<file path="src/hw/rtl/mcot_pkg.sv">
// Shared constants and types for the multi-circle overlap test.
// No dependencies.
package mcot_pkg;
  localparam int MAX_CIRCLES_DEF = 8;
  localparam int MUL_W  = 28;
  localparam int PROD_W = 2 * MUL_W;

  typedef enum logic [1:0] {
    OP_CLEAR  = 2'd0,
    OP_APPEND = 2'd1,
    OP_QUERY  = 2'd2,
    OP_NONE   = 2'd3
  } op_t;

  localparam logic signed [14:0] COORD_LIM = 15'sd8192;
  localparam logic [13:0] RAD_MIN = 14'd16;
  localparam logic [13:0] RAD_MAX = 14'd8192;
endpackage

</file>
<file path="src/hw/rtl/mcot_mul.sv">
// Shared signed multiplier with a registered product.
// Depends on mcot_pkg for the operand and product widths.
module mcot_mul (
  input  logic                                clk,
  input  logic signed [mcot_pkg::MUL_W-1:0]  a,
  input  logic signed [mcot_pkg::MUL_W-1:0]  b,
  output logic signed [mcot_pkg::PROD_W-1:0] prod
);
  import mcot_pkg::*;

  always_ff @(posedge clk) begin
    prod <= a * b;
  end
endmodule

</file>
<file path="config.mk">
export PLATFORM = sky130hd
export DESIGN_NAME = mcot_mul
export DESIGN_NICKNAME = d
export VERILOG_FILES = /design/src/hw/rtl/mcot_pkg.sv /design/src/hw/rtl/mcot_mul.sv
export SDC_FILE = /design/constraint.sdc
export NUM_CORES = 2
export LEC_CHECK = 0
export BUFFER_PORTS_ARGS = -buffer_cell sky130_fd_sc_hd__buf_4
export CAP_MARGIN = 20
export CORE_ASPECT_RATIO = 0.9
export CORE_MARGIN = 2
export CORE_UTILIZATION = 50
export CTS_CLUSTER_SIZE = 20
export DETAILED_ROUTE_END_ITERATION = 6
export PLACE_DENSITY = 0.65
export SLEW_MARGIN = 40
export SYNTH_ARGS = -nofsm -noshare
export SYNTH_HDL_FRONTEND = slang
export SYNTH_SLANG_ARGS = --single-unit
</file>
<file path="constraint.sdc">
create_clock -name clk -period 11.6 [get_ports clk]
set_input_delay 1.16 -clock clk [delete_from_list [all_inputs] [get_ports clk]]
set_output_delay 1.16 -clock clk [all_outputs]
set_load 0.1 [all_outputs]
</file>
# After elaboration in Yosys (flattened, before gate mapping)
# Cells that the tools add are included.
# op_classes
add_sub_neg,0
n_reduce_logical,0
eq_ne,0
n_mul,1
div_mod_pow,0
n_bitwise,0
order_cmp,0
shifts,0
muxes,0
# ops
cell,n
multiplier 28 x 28 -> 56 bit,1
# totals
mem_bits_rw,0
word_cells,2
rom_bits,0
register_bits,56
mem_count,0
latchBits,0
input_bits,57

# Longest topological paths before layout
# logic_depth
depth_word,1
depth_mapped,28
ltp_nobuf,25

# Worst setup path after synthesis
# OpenSTA, ideal clock, no wires.
# synth_path
kind,input -> register
startpoint,in a[27] (netlist bit)
endpoint,reg prod[55] (netlist bit)
setup_time_ns,0.073
path_stages,26
path_slack_ns,3.169
arrival_time_ns,8.358
required_time_ns,11.527
path_cell_list,clkbuf_1 > clkbuf_1 > nand2_1 > inv_1 > fa_1 > inv_1 > fa_1 > inv_1 > fa_1 > fa_1 > inv_1 > fa_1 > inv_1 > fa_1 > inv_1 > fa_1 > inv_1 > ha_1 > ha_1 > a21o_1 > a21o_1 > a2111oi_2 > o41ai_1 > and2_1 > o311a_1 > nor3_2
# synth_via
elab_chain_cells,1
# synth_lines
item,line_no,source
start: declaration,mcot_mul.sv:5,"input logic signed [mcot_pkg::MUL_W-1:0] a,"
multiplier 28 x 28 -> 56 bit,mcot_mul.sv:12,prod <= a * b;
end signal: assignment,mcot_mul.sv:12,
end: declaration,mcot_mul.sv:7,output logic signed [mcot_pkg::PROD_W-1:0] prod
# No other way between the ends.

# Worst setup path after layout
# Ends and elaborated chain as after synthesis.

==> results.yml <==
status:
  status: "finished, final reports clean"
synth:
  synthTopCellsByArea: "fa_1 (55%), inv_1 (10%), and2_1 (8.4%), ha_1 (7.7%), nand2_1 (4.8%)"
  synth_edf_count: 0
  yosysWarnings: 0
  syn_area_um2: 30100
  syn_inst: 3197
  ys_seq_area_share_pct: 3.73
  postSynthAreaPerCell_um2: 9.41
  yosys.area.top_type_share_pct: 54.8
  yosysTopAreaCell: "fa_1"
  async_reset_ff_share_pct: 0
  synth_seq_cells: 56
  ys.flop_type: "dfxtp_1"
  synth_nets: 4262
  synth_cell_types: 78
grt:
  overflow: 0
  antenna_found_initial: 4
  grt_max_degree: 30
  grt_pass1_wl_um: 132000
  grt_usage_pct: 27.5
  first_global_vias: 24700
floorplanning:
  io_pins: 113
  core_um2: 59700
  die_h_um: 237
  start_util_pct: 50.4
  die-area_um2: 62100
  num_rows: 85
  die_w_um: 263
clock_network:
  cts_made_buffers: 5
  cts_hold_buf: 0
  cts_tree: "yes"
  postCtsSetupBuffers: 0
  path_clk_slew_ns: 0.08
  cts_root_buffer: "clkbuf_16"
  cts-resized-gates: 0
  cts_buffer_depth: 2
  clock-sinks: 56
  htree_levels: 2
sta:
  finalSetupViolCount: 0
  finalCritPeriodShare_pct: 75.6
  relSlewSlack_pct: 61.8
  worstMarginPinSlew_ns: 0.566
  final_hold_viol_count: 0
  finalSetupTns_ns: 0
  post-route-min-period_ns: 8.76
  rsz0062_at_grt: "no"
  slew_viol_final: 0
  clock.fmax_mhz: 114
critical_path:
  worstPathArrival_ns: 9.00
  crit_path_end_kind: "flop"
  critPathMaxFanout: 28
  crit_required_ns: 11.84
  crit_type: "in2reg"
  cp-start-kind: "primary input"
final_layout:
  fill_cells: 5473
  reg_top3: "prod x56"
  final_cell_mix: "fa_1 (823), inv_1 (810), and2_1 (403)"
  syn_to_final_growth_pct: 4.38
  regMostFlops: "prod"
  finalCoreUtilization_pct: 52.6
  largest_reg_flops: 56
  final_common_cell: "fa_1"
  final_nets: 4211
  drive_above_1_share_pct: 4.77
  antenna_cells: 0
routing:
  wl_per_cell_um: 20.7
  drtIter0Drc: 1043
  drtPass1Iterations: 5
  ant_nets: 0
  wirelength_um: 81400
  vias: 21200
  avgViaCountPerCell: 5.40
  drc: 0
placed_design:
  io_buffers: 112
  place_congestion: 0.905
  dp_hpwl_um: 64000
worst_hold_path:
  worstHoldPathType: "in2reg"
run:
  max_cap_violations: 0
## path summary, 6_finish.rpt
check	from	endpoint	slack (ns)	cells after the start
worst max-delay path	a[27]	prod[55]	2.84	25
worst min-delay path	b[0]	prod[0]	1.35	2
## per-layer routing
metal  GRT usage [%]  part of all wire (%)  vias to the layer above
met4            14.2                   6.1                        0
met5               0                     0                        -
met3            3.11                   5.1                      239
met2            49.2                    52                      726
li1                -                     -                     9043
met1            32.8                    37                    11200
## cell families after synthesis
group,share of synthesized area [%]
xor gates and xnor gates,1.66
adders and majority gates,62.5
and+or+nand+nor,15.6
AOI/OAI and AO/OA,4.16
muxes,0.0374
buffers and inverters,12.3
DFF,3.73
## worst max-delay path, stage by stage
cell and delay (ns):
buf_4 0.32, nand2_1 0.15, inv_1 0.14, fa_1 0.45
inv_1 0.22, fa_1 0.46, inv_1 0.22, fa_1 0.51
fa_1 0.88, inv_1 0.40, fa_1 0.58, inv_1 0.05
fa_1 0.53, inv_1 0.05, fa_1 0.47, inv_1 0.04
ha_1 0.28, ha_1 0.37, a21o_1 0.20, a21o_1 0.20
a2111oi_2 0.38, o41ai_1 0.16, and2_1 0.20, o311a_1 0.35
nor3_2 0.19
## synth_stat cells (4+ instances only)
cell type	count
o21ai_0	22
clkbuf_1	163
a21oi_2	4
nand3_1	7
a31oi_1	11
o21ai_1	6
xor2_1	12
nor2b_1	21
ha_1	185
nand2b_1	7
o21a_1	5
fa_1	823
dfxtp_1	56
and3_1	8
nand4_1	9
o211ai_1	5
a21o_1	20
nor2_1	32
xnor2_1	45
and2_1	403
buf_2	7
o21bai_1	11
nor3_1	14
inv_1	810
nand2_1	388
a211oi_1	8
a21oi_1	49
## final cells by class
type | count | area (um^2) | area share [%]
Tap cell | 783 | 980 | 3.12
Inverter | 810 | 3040 | 9.68
Timing Repair Buffer | 113 | 848 | 2.70
Clock inverter | 3 | 22.5 | 0.0717
Clock buffer | 5 | 125 | 0.399
Multi-Input combinational cell | 2160 | 25300 | 80.5
Sequential cell | 56 | 1120 | 3.57
## stage by stage
stage	cell area [um^2]	hold WS, ns	setup WS (ns)	std cells
after global routing	31400	1.35	2.50	3930
after CTS	31400	1.35	2.85	3930
after detailed placement	31200	1.66	2.54	3922
after floorplan	30100	1.29	3.17	3197
final	31400	1.35	2.84	3930
after global placement	31200	1.66	2.70	3922
Power is left out: the tool's default activity adds up to more than one toggle a clock period on the data nets, which glitch-free logic cannot reach.
